**src/spq_pkg.sv**
```systemverilog
// Shared types and constants for the sorted priority queue.
// Used by spq_store, spq_seq and sorted_priority_queue; depends on nothing.
`timescale 1ns / 1ps

package spq_pkg;

    // Default number of slots
    localparam int SPQ_DEPTH = 8;

    localparam int DATA_W = 32;
    localparam int PRIO_W = 8;

    // Request kinds carried on s_tuser
    typedef enum logic {
        REQ_ENQ = 1'b0,
        REQ_DEQ = 1'b1
    } req_t;

    // Result status carried on m_tuser
    typedef enum logic [1:0] {
        ST_OK    = 2'd0,
        ST_FULL  = 2'd1,
        ST_EMPTY = 2'd2
    } status_t;

    // One stored slot
    typedef struct packed {
        logic [PRIO_W-1:0] prio;
        logic [DATA_W-1:0] data;
    } entry_t;

    // Accepted request handed to the sequencer
    typedef struct packed {
        req_t              kind;
        logic [DATA_W-1:0] data;
        logic [PRIO_W-1:0] prio;
    } spq_req_t;

    // Finished result handed back to the output register
    typedef struct packed {
        status_t           status;
        logic [DATA_W-1:0] data;
    } spq_result_t;

endpackage

```
**src/sorted_priority_queue.sv**
```systemverilog
// Top level of the sorted priority queue: stream ports, output register,
// sequencer and slot memory. Depends on spq_pkg, spq_store and spq_seq.
//
// Channel  Dir  Signals                       Fields (lowest bit up)
// s_       in   s_tvalid s_tready s_tdata     data_value[31:0] priority_req[39:32]
//                s_tuser                      req_type[0]
// m_       out  m_tvalid m_tready m_tdata     data_out[31:0]
//                m_tuser                      status[1:0]
//
// One request at a time: s_tready is high only while the sequencer is idle.
// Enqueue walks down from the top held slot, one read/compare pair per slot moved up,
// then writes the new entry; dequeue reads every held entry, returns slot 0 and moves
// the rest down a slot; full or empty answers need no memory access. The pace of each
// walk is set by the registered read of the slot memory.
// Reset (aresetn low, synchronous) empties the queue; slot contents are not cleared.
// A finished result waits in the output register; the next request is accepted
// meanwhile, and its own result waits in the sequencer until m_tready frees the register.
`timescale 1ns / 1ps

module sorted_priority_queue
    import spq_pkg::*;
#(
    parameter int DEPTH = SPQ_DEPTH
) (
    input  logic        aclk,
    input  logic        aresetn,
    // request channel
    input  logic        s_tvalid,
    output logic        s_tready,
    input  logic [39:0] s_tdata,   // data_value[31:0], priority_req[39:32]
    input  logic        s_tuser,   // req_type[0]
    // result channel
    output logic        m_tvalid,
    input  logic        m_tready,
    output logic [31:0] m_tdata,   // data_out[31:0]
    output logic [1:0]  m_tuser    // status[1:0]
);

    localparam int AW = $clog2(DEPTH);

    logic          start;
    logic          seq_idle;
    logic          out_free;
    logic          res_valid;
    spq_req_t      req;
    spq_result_t   res;
    logic          wr_en;
    logic [AW-1:0] wr_addr;
    entry_t        wr_entry;
    logic          rd_en;
    logic [AW-1:0] rd_addr;
    entry_t        rd_entry;

    logic              m_valid_reg;
    status_t           m_status_reg;
    logic [DATA_W-1:0] m_data_reg;

    // Input transfer
    assign s_tready = seq_idle;
    assign start    = s_tvalid && s_tready;
    assign req      = '{kind: req_t'(s_tuser),
                        data: s_tdata[DATA_W-1:0],
                        prio: s_tdata[DATA_W+PRIO_W-1:DATA_W]};

    spq_seq #(
        .DEPTH(DEPTH)
    ) u_seq (
        .aclk      (aclk),
        .aresetn   (aresetn),
        .start     (start),
        .req       (req),
        .idle      (seq_idle),
        .out_free  (out_free),
        .res_valid (res_valid),
        .res       (res),
        .wr_en     (wr_en),
        .wr_addr   (wr_addr),
        .wr_entry  (wr_entry),
        .rd_en     (rd_en),
        .rd_addr   (rd_addr),
        .rd_entry  (rd_entry)
    );

    spq_store #(
        .DEPTH(DEPTH)
    ) u_store (
        .aclk     (aclk),
        .wr_en    (wr_en),
        .wr_addr  (wr_addr),
        .wr_entry (wr_entry),
        .rd_en    (rd_en),
        .rd_addr  (rd_addr),
        .rd_entry (rd_entry)
    );

    // Output register
    assign out_free = !m_valid_reg || m_tready;

    always_ff @(posedge aclk) begin
        if (!aresetn) begin
            m_valid_reg <= 1'b0;
        end else if (res_valid) begin
            m_valid_reg <= 1'b1;
        end else if (m_tready) begin
            m_valid_reg <= 1'b0;
        end
        if (res_valid) begin
            m_status_reg <= res.status;
            m_data_reg   <= res.data;
        end
    end

    assign m_tvalid = m_valid_reg;
    assign m_tdata  = m_data_reg;
    assign m_tuser  = m_status_reg;

endmodule

```
**src/spq_store.sv**
```systemverilog
// Slot memory of the sorted priority queue: one write and one registered read per cycle.
// Depends on spq_pkg.
`timescale 1ns / 1ps

module spq_store
    import spq_pkg::*;
#(
    parameter int  DEPTH = SPQ_DEPTH,
    localparam int AW    = $clog2(DEPTH)
) (
    input  logic          aclk,
    input  logic          wr_en,
    input  logic [AW-1:0] wr_addr,
    input  entry_t        wr_entry,
    input  logic          rd_en,
    input  logic [AW-1:0] rd_addr,
    output entry_t        rd_entry
);

    entry_t mem [DEPTH];
    entry_t rd_entry_reg;

    // Write port
    always_ff @(posedge aclk) begin
        if (wr_en) begin
            mem[wr_addr] <= wr_entry;
        end
    end

    // Registered read port
    always_ff @(posedge aclk) begin
        if (rd_en) begin
            rd_entry_reg <= mem[rd_addr];
        end
    end

    assign rd_entry = rd_entry_reg;

endmodule

```
**src/spq_seq.sv**
```systemverilog
// Sequencer of the sorted priority queue: walks the slot memory one slot per
// read/compare pair, shifting entries for insert and removal. Depends on spq_pkg.
`timescale 1ns / 1ps

module spq_seq
    import spq_pkg::*;
#(
    parameter int  DEPTH = SPQ_DEPTH,
    localparam int AW    = $clog2(DEPTH),
    localparam int CW    = $clog2(DEPTH + 1)
) (
    input  logic          aclk,
    input  logic          aresetn,
    // request side
    input  logic          start,
    input  spq_req_t      req,
    output logic          idle,
    // result side
    input  logic          out_free,
    output logic          res_valid,
    output spq_result_t   res,
    // slot memory
    output logic          wr_en,
    output logic [AW-1:0] wr_addr,
    output entry_t        wr_entry,
    output logic          rd_en,
    output logic [AW-1:0] rd_addr,
    input  entry_t        rd_entry
);

    typedef enum logic [2:0] {
        S_IDLE,
        S_RD,
        S_WR,
        S_PUT,
        S_DONE
    } state_t;

    state_t            state_reg,  state_next;
    logic [AW-1:0]     idx_reg,    idx_next;
    logic [CW-1:0]     cnt_reg,    cnt_next;
    spq_req_t          req_reg,    req_next;
    status_t           status_reg, status_next;
    logic [DATA_W-1:0] dout_reg,   dout_next;

    entry_t new_entry;
    logic   last_slot;

    assign new_entry = '{prio: req_reg.prio, data: req_reg.data};
    // dequeue walk ends at the top held slot
    assign last_slot = (CW'(idx_reg) + CW'(1)) == cnt_reg;

    // Next-state and memory control
    always_comb begin
        state_next  = state_reg;
        idx_next    = idx_reg;
        cnt_next    = cnt_reg;
        req_next    = req_reg;
        status_next = status_reg;
        dout_next   = dout_reg;
        wr_en       = 1'b0;
        wr_addr     = idx_reg;
        wr_entry    = new_entry;
        rd_en       = 1'b0;
        rd_addr     = idx_reg;
        res_valid   = 1'b0;

        case (state_reg)
            S_IDLE: begin
                if (start) begin
                    req_next    = req;
                    status_next = ST_OK;
                    dout_next   = '0;
                    if (req.kind == REQ_ENQ) begin
                        if (cnt_reg == CW'(DEPTH)) begin
                            status_next = ST_FULL;
                            state_next  = S_DONE;
                        end else if (cnt_reg == '0) begin
                            idx_next   = '0;
                            state_next = S_PUT;
                        end else begin
                            // start from the top held slot and walk down
                            idx_next   = AW'(cnt_reg - CW'(1));
                            state_next = S_RD;
                        end
                    end else begin
                        if (cnt_reg == '0) begin
                            status_next = ST_EMPTY;
                            state_next  = S_DONE;
                        end else begin
                            idx_next   = '0;
                            state_next = S_RD;
                        end
                    end
                end
            end

            S_RD: begin
                rd_en      = 1'b1;
                state_next = S_WR;
            end

            S_WR: begin
                if (req_reg.kind == REQ_ENQ) begin
                    wr_en   = 1'b1;
                    wr_addr = AW'(idx_reg + AW'(1));
                    if (rd_entry.prio > req_reg.prio) begin
                        // held slot moves up one place
                        wr_entry = rd_entry;
                        if (idx_reg == '0) begin
                            state_next = S_PUT;
                        end else begin
                            idx_next   = AW'(idx_reg - AW'(1));
                            state_next = S_RD;
                        end
                    end else begin
                        // insert behind equal or lower priority numbers
                        wr_entry   = new_entry;
                        cnt_next   = CW'(cnt_reg + CW'(1));
                        state_next = S_DONE;
                    end
                end else begin
                    if (idx_reg == '0) begin
                        dout_next = rd_entry.data;
                    end else begin
                        wr_en    = 1'b1;
                        wr_addr  = AW'(idx_reg - AW'(1));
                        wr_entry = rd_entry;
                    end
                    if (last_slot) begin
                        cnt_next   = CW'(cnt_reg - CW'(1));
                        state_next = S_DONE;
                    end else begin
                        idx_next   = AW'(idx_reg + AW'(1));
                        state_next = S_RD;
                    end
                end
            end

            S_PUT: begin
                wr_en      = 1'b1;
                wr_addr    = idx_reg;
                wr_entry   = new_entry;
                cnt_next   = CW'(cnt_reg + CW'(1));
                state_next = S_DONE;
            end

            S_DONE: begin
                if (out_free) begin
                    res_valid  = 1'b1;
                    state_next = S_IDLE;
                end
            end

            default: begin
                state_next = S_IDLE;
            end
        endcase
    end

    // State and registered values
    always_ff @(posedge aclk) begin
        if (!aresetn) begin
            state_reg <= S_IDLE;
            cnt_reg   <= '0;
        end else begin
            state_reg <= state_next;
            cnt_reg   <= cnt_next;
        end
        idx_reg    <= idx_next;
        req_reg    <= req_next;
        status_reg <= status_next;
        dout_reg   <= dout_next;
    end

    assign idle = (state_reg == S_IDLE);
    assign res  = '{status: status_reg, data: dout_reg};

    // Checks
    a_cnt_bound: assert property (@(posedge aclk) disable iff (!aresetn)
        cnt_reg <= CW'(DEPTH))
        else $error("slot count above depth");

    a_full_only_when_full: assert property (@(posedge aclk) disable iff (!aresetn)
        res_valid && res.status == ST_FULL |-> cnt_reg == CW'(DEPTH))
        else $error("full status with free slots");

    a_empty_only_when_empty: assert property (@(posedge aclk) disable iff (!aresetn)
        res_valid && res.status == ST_EMPTY |-> cnt_reg == '0 && res.data == '0)
        else $error("empty status with held entries or nonzero data");

    a_start_leaves_idle: assert property (@(posedge aclk) disable iff (!aresetn)
        start && idle |=> !idle)
        else $error("request taken but sequencer stayed idle");

    a_enq_result_zero: assert property (@(posedge aclk) disable iff (!aresetn)
        res_valid && req_reg.kind == REQ_ENQ |-> res.data == '0)
        else $error("enqueue result carries data");

endmodule

```
**config.mk**
```make
export PLATFORM = sky130hd
export DESIGN_NAME = sorted_priority_queue
export DESIGN_NICKNAME = d
export VERILOG_FILES = /design/src/spq_pkg.sv /design/src/sorted_priority_queue.sv /design/src/spq_store.sv /design/src/spq_seq.sv
export SDC_FILE = /design/constraint.sdc
export NUM_CORES = 1
export LEC_CHECK = 0
export BUFFER_PORTS_ARGS = -buffer_cell sky130_fd_sc_hd__buf_4
export CAP_MARGIN = 20
export CORE_MARGIN = 2
export CORE_UTILIZATION = 31
export DETAILED_ROUTE_END_ITERATION = 10
export GPL_TIMING_DRIVEN = 0
export PLACE_DENSITY = 0.47
export RECOVER_POWER = 25
export SYNTH_ARGS = -nofsm -noshare
export SYNTH_HDL_FRONTEND = slang
export SYNTH_SLANG_ARGS = --single-unit
```
**constraint.sdc**
```tcl
create_clock -name aclk -period 6.7 [get_ports aclk]
set_input_delay 0.67 -clock aclk [delete_from_list [all_inputs] [get_ports aclk]]
set_output_delay 0.67 -clock aclk [all_outputs]
set_load 0.03 [all_outputs]
```
==> impl.org <==
** Clock tree
- Max Root-Sink Buffers :: 3
- For the worst-skew pair, the clock arrives at the later sink with an insertion delay of a little over 0.6 ns.
- After clock tree synthesis, the flow added hold-fix buffers numbering 0.
- The clock drives between 400 and 500 sinks.
- Post_cts resized :: 0
- CTS buffer count :: between 50 and 60
- Root Driver :: sky130_fd_sc_hd__clkbuf_16
- Clock slew at the register clock pins of the worst setup and hold paths :: approximately 0.060 ns
- Post CTS Setup Buffer Count :: 0
- H-tree depth :: 2
- CTS tree :: done

** Die
- In this run the vertical extent of the chip is approximately 250 microns.
- Measured along the x axis, the die boundary spans roughly 250 microns.
- Starting density of the core :: 0.314
- In this run the core area contains just under 90 standard-cell rows.
- 81 I/O pins were placed.
- Core area :: slightly below 60000 sq um
- Area of the die :: approximately 60000 sq um

** Pwr
- Of the total power, combinational logic draws 0.243.
- For this design the static power due to leakage is between 7 and 8 nW.
- Clock share of power :: 0.311
- Power consumption :: 9.14 mW
- Across the VDD grid, the largest voltage drop is roughly 0.00019 V.
- Of the total power, the share spent switching nets is 0.286.
- Internal power comes to roughly 6.5 mW.
- The share of total power dissipated in sequential elements is 0.447.
- In this run the power density over the cells is around 400 nW/um^2.
- Switching component of the power :: approximately 2.6 mW

** Critical path
- Sort of element at the start of the critical path :: flip-flop
- The worst setup path is of the flip-flop to flip-flop kind.
- Required arrival time at the worst endpoint :: ~7 ns
- Critical path fanouts, max :: 10
- Sort of element at the end of the critical path :: flip-flop
- Arrival time worst endpoint :: 4.93 ns

** Global route
- Sum of overflow across all layers after global routing :: 0
- Number of antenna violations at the first check in global routing :: 3
- The via count of the first global-routing pass is roughly 9.5k.
- Global Route Usage Sum :: 0.138
- Global-route wire length before repair :: roughly 63000 microns
- Maximum number of pins on one net before global-route repair :: between 40 and 50

** Place
- Number of I/O port buffers :: 80
- The congestion estimate from routability-driven global placement came to 0.725.
- Detailed placement finished with a half-perimeter wire length of ~28000 microns.
- At the placement stage, the worst setup path has a slack of between 2 and 2.5 ns.

** Timing
- For the pin with the worst max-slew slack, the measured transition is between 3 and 4 ns.
- Timing would allow up to approximately 220 MHz.
- Endpoints failing hold :: 0
- Worst-case headroom to the max-slew limit :: -1.38
- The clock period could shrink to 4.64 ns.
- Clock skew on the completed layout was measured at approximately 0.017 ns.
- Setup repair after global routing left no endpoint under its margin.
- The number of slew-limit violations in the final report came to 72.
- Setup violations remaining at the end of the flow were counted as 0.
- After layout, the worst setup slack is 2.06 ns.
- Accumulated negative setup slack :: 0 ns
- Fraction of the cycle the final worst path needs :: 0.692

** Cells and area
- Area delta synth->final :: 20.2%
- Of the cells placed in the final design, the portion with a size suffix greater than 1 is 0.317.
- Utilization after layout :: 0.378
- The register with the most flip-flops in the layout has between 300 and 400 of them.
- 0 antenna diodes ended up in the layout.
- Net count, final :: about 1.1k

** Worst hold path
- The tightest min-delay check is of the input port to flip-flop type.

** Flow run
- Reported max-cap violation count :: 2

** Synth
- Of the total synthesized cell area, the portion taken by AND, OR, NAND and NOR gates is 0.0361.
- Ys Warns :: 0
- Average instance area after synthesis :: 21.0 sq um
- Proportion of register bits with asynchronous set or reset after synthesis :: 0
- Of the total synthesized cell area, the portion taken by XOR and XNOR cells is 0.00452.
- Of the total synthesized cell area, the portion taken by full adders, half adders and majority gates is 0.00877.
- Number of enable flip-flop cells after synthesis :: approximately 470
- Dominant combinational cell family by area after synthesis :: multiplexers
- Compound-cell area share of the yosys netlist :: 0.0155
- Net count after synthesis :: between 900 and 1k
- After synthesis, the netlist uses 51 different library cells.
- Register bit count reported by yosys :: 480
- Post-synthesis instance area :: 18500 sq um
- The share of the Yosys chip area taken by registers is 0.773.
- Dominant register cell in the synthesized netlist :: sky130_fd_sc_hd__edfxtp_1
- The cell count after synthesis came out at 881.
- After synthesis, the share of cell area in mux cells is 0.148.

** Routing
- Before antenna repair, the detailed router went through 5 iterations.
- Final wirelength :: around 43000 microns
- The detail route stage leaves a number of antenna-violating nets equal to 0.
- Routed wirelength normalized by instance count :: approximately 23 microns
- For this block, the via count after detailed routing is a little under 9k.
- In the routed layout, each cell is associated on average with a via count of 4.69.
- Number of DRC markers after the initial detailed-route iteration :: just under 700
- For this run, design rule violations remaining after detail routing come to 0.

** Status
- Violated checks :: capacitance limit, slew limit
- The run finished, with violations left.
cells in the mapped netlist, drive strengths merged, types with 2 or more instances:
library cell,n,area (sq um)
o41ai,2,17.5
nand2,25,93.8
a2111o,2,22.5
nor2,13,51.3
mux2,74,893
nor3,13,70.1
nor2b,7,43.8
mux4,80,1800
edfxtp,472,14200
nand4,5,31.3
o22ai,2,18.8
o21ai,12,60.1
and3,33,206
xor2,2,17.5
o21a,2,15.0
a21o,3,22.5
a31oi,2,12.5
nand3,5,25.0
xnor2,5,43.8
clkbuf,25,93.8
dfxtp,8,160
buf,20,120
and2,3,18.8
nand2b,3,21.3
inv,14,52.6
o211ai,2,15.0
ha,13,163
mux2i,4,40.0
nor3b,3,22.5
nand3b,3,22.5
a211oi,2,20.0
a21oi,13,65.1
worst max-delay path: stages, from the launching register on:
cell,delay [ns]
sky130_fd_sc_hd__edfxtp_1,0.50
sky130_fd_sc_hd__clkbuf_1,0.54
sky130_fd_sc_hd__clkbuf_1,0.65
sky130_fd_sc_hd__inv_1,0.14
sky130_fd_sc_hd__ha_1,0.25
sky130_fd_sc_hd__nor2b_1,0.18
sky130_fd_sc_hd__nand2_1,0.12
sky130_fd_sc_hd__nand3_1,0.08
sky130_fd_sc_hd__o21ai_0,0.11
sky130_fd_sc_hd__nand2_1,0.18
sky130_fd_sc_hd__nor3_2,0.92
sky130_fd_sc_hd__buf_6,0.25
sky130_fd_sc_hd__buf_8,0.16
sky130_fd_sc_hd__buf_4,0.21
metal layers:
metal / share of wire / vias to the layer above / global-route usage
met1: 0.47 / 4620 / 0.195
met2: 0.47 / 185 / 0.219
met5: 0 / - / 0
met4: 0.020 / 0 / 0.0346
met3: 0.042 / 66 / 0.0268
li1: - / 3976 / -
final cells by class:
type | instances | area (sq um)
fill | 5409 | 36700
sequential | 480 | 14300
multi-input combinational | 342 | 3980
clock buffer | 72 | 1440
timing repair buffer | 134 | 1050
tap | 773 | 967
clock inverter | 25 | 241
buffer | 45 | 213
inverter | 14 | 52.6
power groups by stage:
stage | clock, mW | sequential (mW) | combinational (mW)
6_report | 2.84 | 4.08 | 2.22
5_1_grt | 3.04 | 4.12 | 2.41
4_1_cts | 2.93 | 4.08 | 2.33
3_5_place_dp | 0 | 4.14 | 2.32
3_3_place_gp | 0 | 4.19 | 2.18
2_1_floorplan | 0 | 4.17 | 1.44
stage by stage:
| step | hold WS [ns] | cell area, sq um | std cells |
|---|---|---|---|
| floorplan | 0.400 | 18500 | 881 |
| global placement | 0.401 | 20100 | 1734 |
| detailed placement | 0.405 | 20800 | 1788 |
| CTS | 0.195 | 22500 | 1885 |
| global route | 0.224 | 22300 | 1885 |
| finish | 0.258 | 22300 | 1885 |
cell usage in the layout (no fill, tap or decap), drive strengths merged, types with 13 or more instances in the layout:
cell,instances
clkbuf,179
clkinv,19
nor3,13
mux4,80
and3,33
ha,13
nand2,25
mux2,74
a21oi,13
inv,15
edfxtp,472
nor2,13
buf,72
logic make-up (layout without fill, tap and decap cells):
| family | Yosys count | in the layout |
|---|---|---|
| DFF | 480 | 480 |
| muxes | 158 | 158 |
| and+or+nand+nor | 119 | 119 |
| buffers and inverters | 59 | 290 |
| AOI/OAI and AO/OA | 44 | 44 |
| adders and majority gates | 13 | 13 |
| xor gates and xnor gates | 8 | 8 |
worst paths after layout:
kind / startpoint / endpoint / cells past startpoint / slack [ns]
worst max-delay path: u_seq.rd_addr[1]$_DFFE_PP_ / u_store.mem[0][19]$_DFFE_PP_ / 13 / 2.06
worst max register to register: u_seq.rd_addr[1]$_DFFE_PP_ / u_store.mem[0][19]$_DFFE_PP_ / 13 / 2.06
worst min register to register: u_seq.dout_reg[25]$_SDFFCE_PN0P_ / m_tdata[25]$_DFFE_PP_ / 0 / 0.40
worst min-delay path: s_tdata[9] / u_seq.new_entry[9]$_DFFE_PP_ / 1 / 0.26
(Power assumes the default switching activity.)
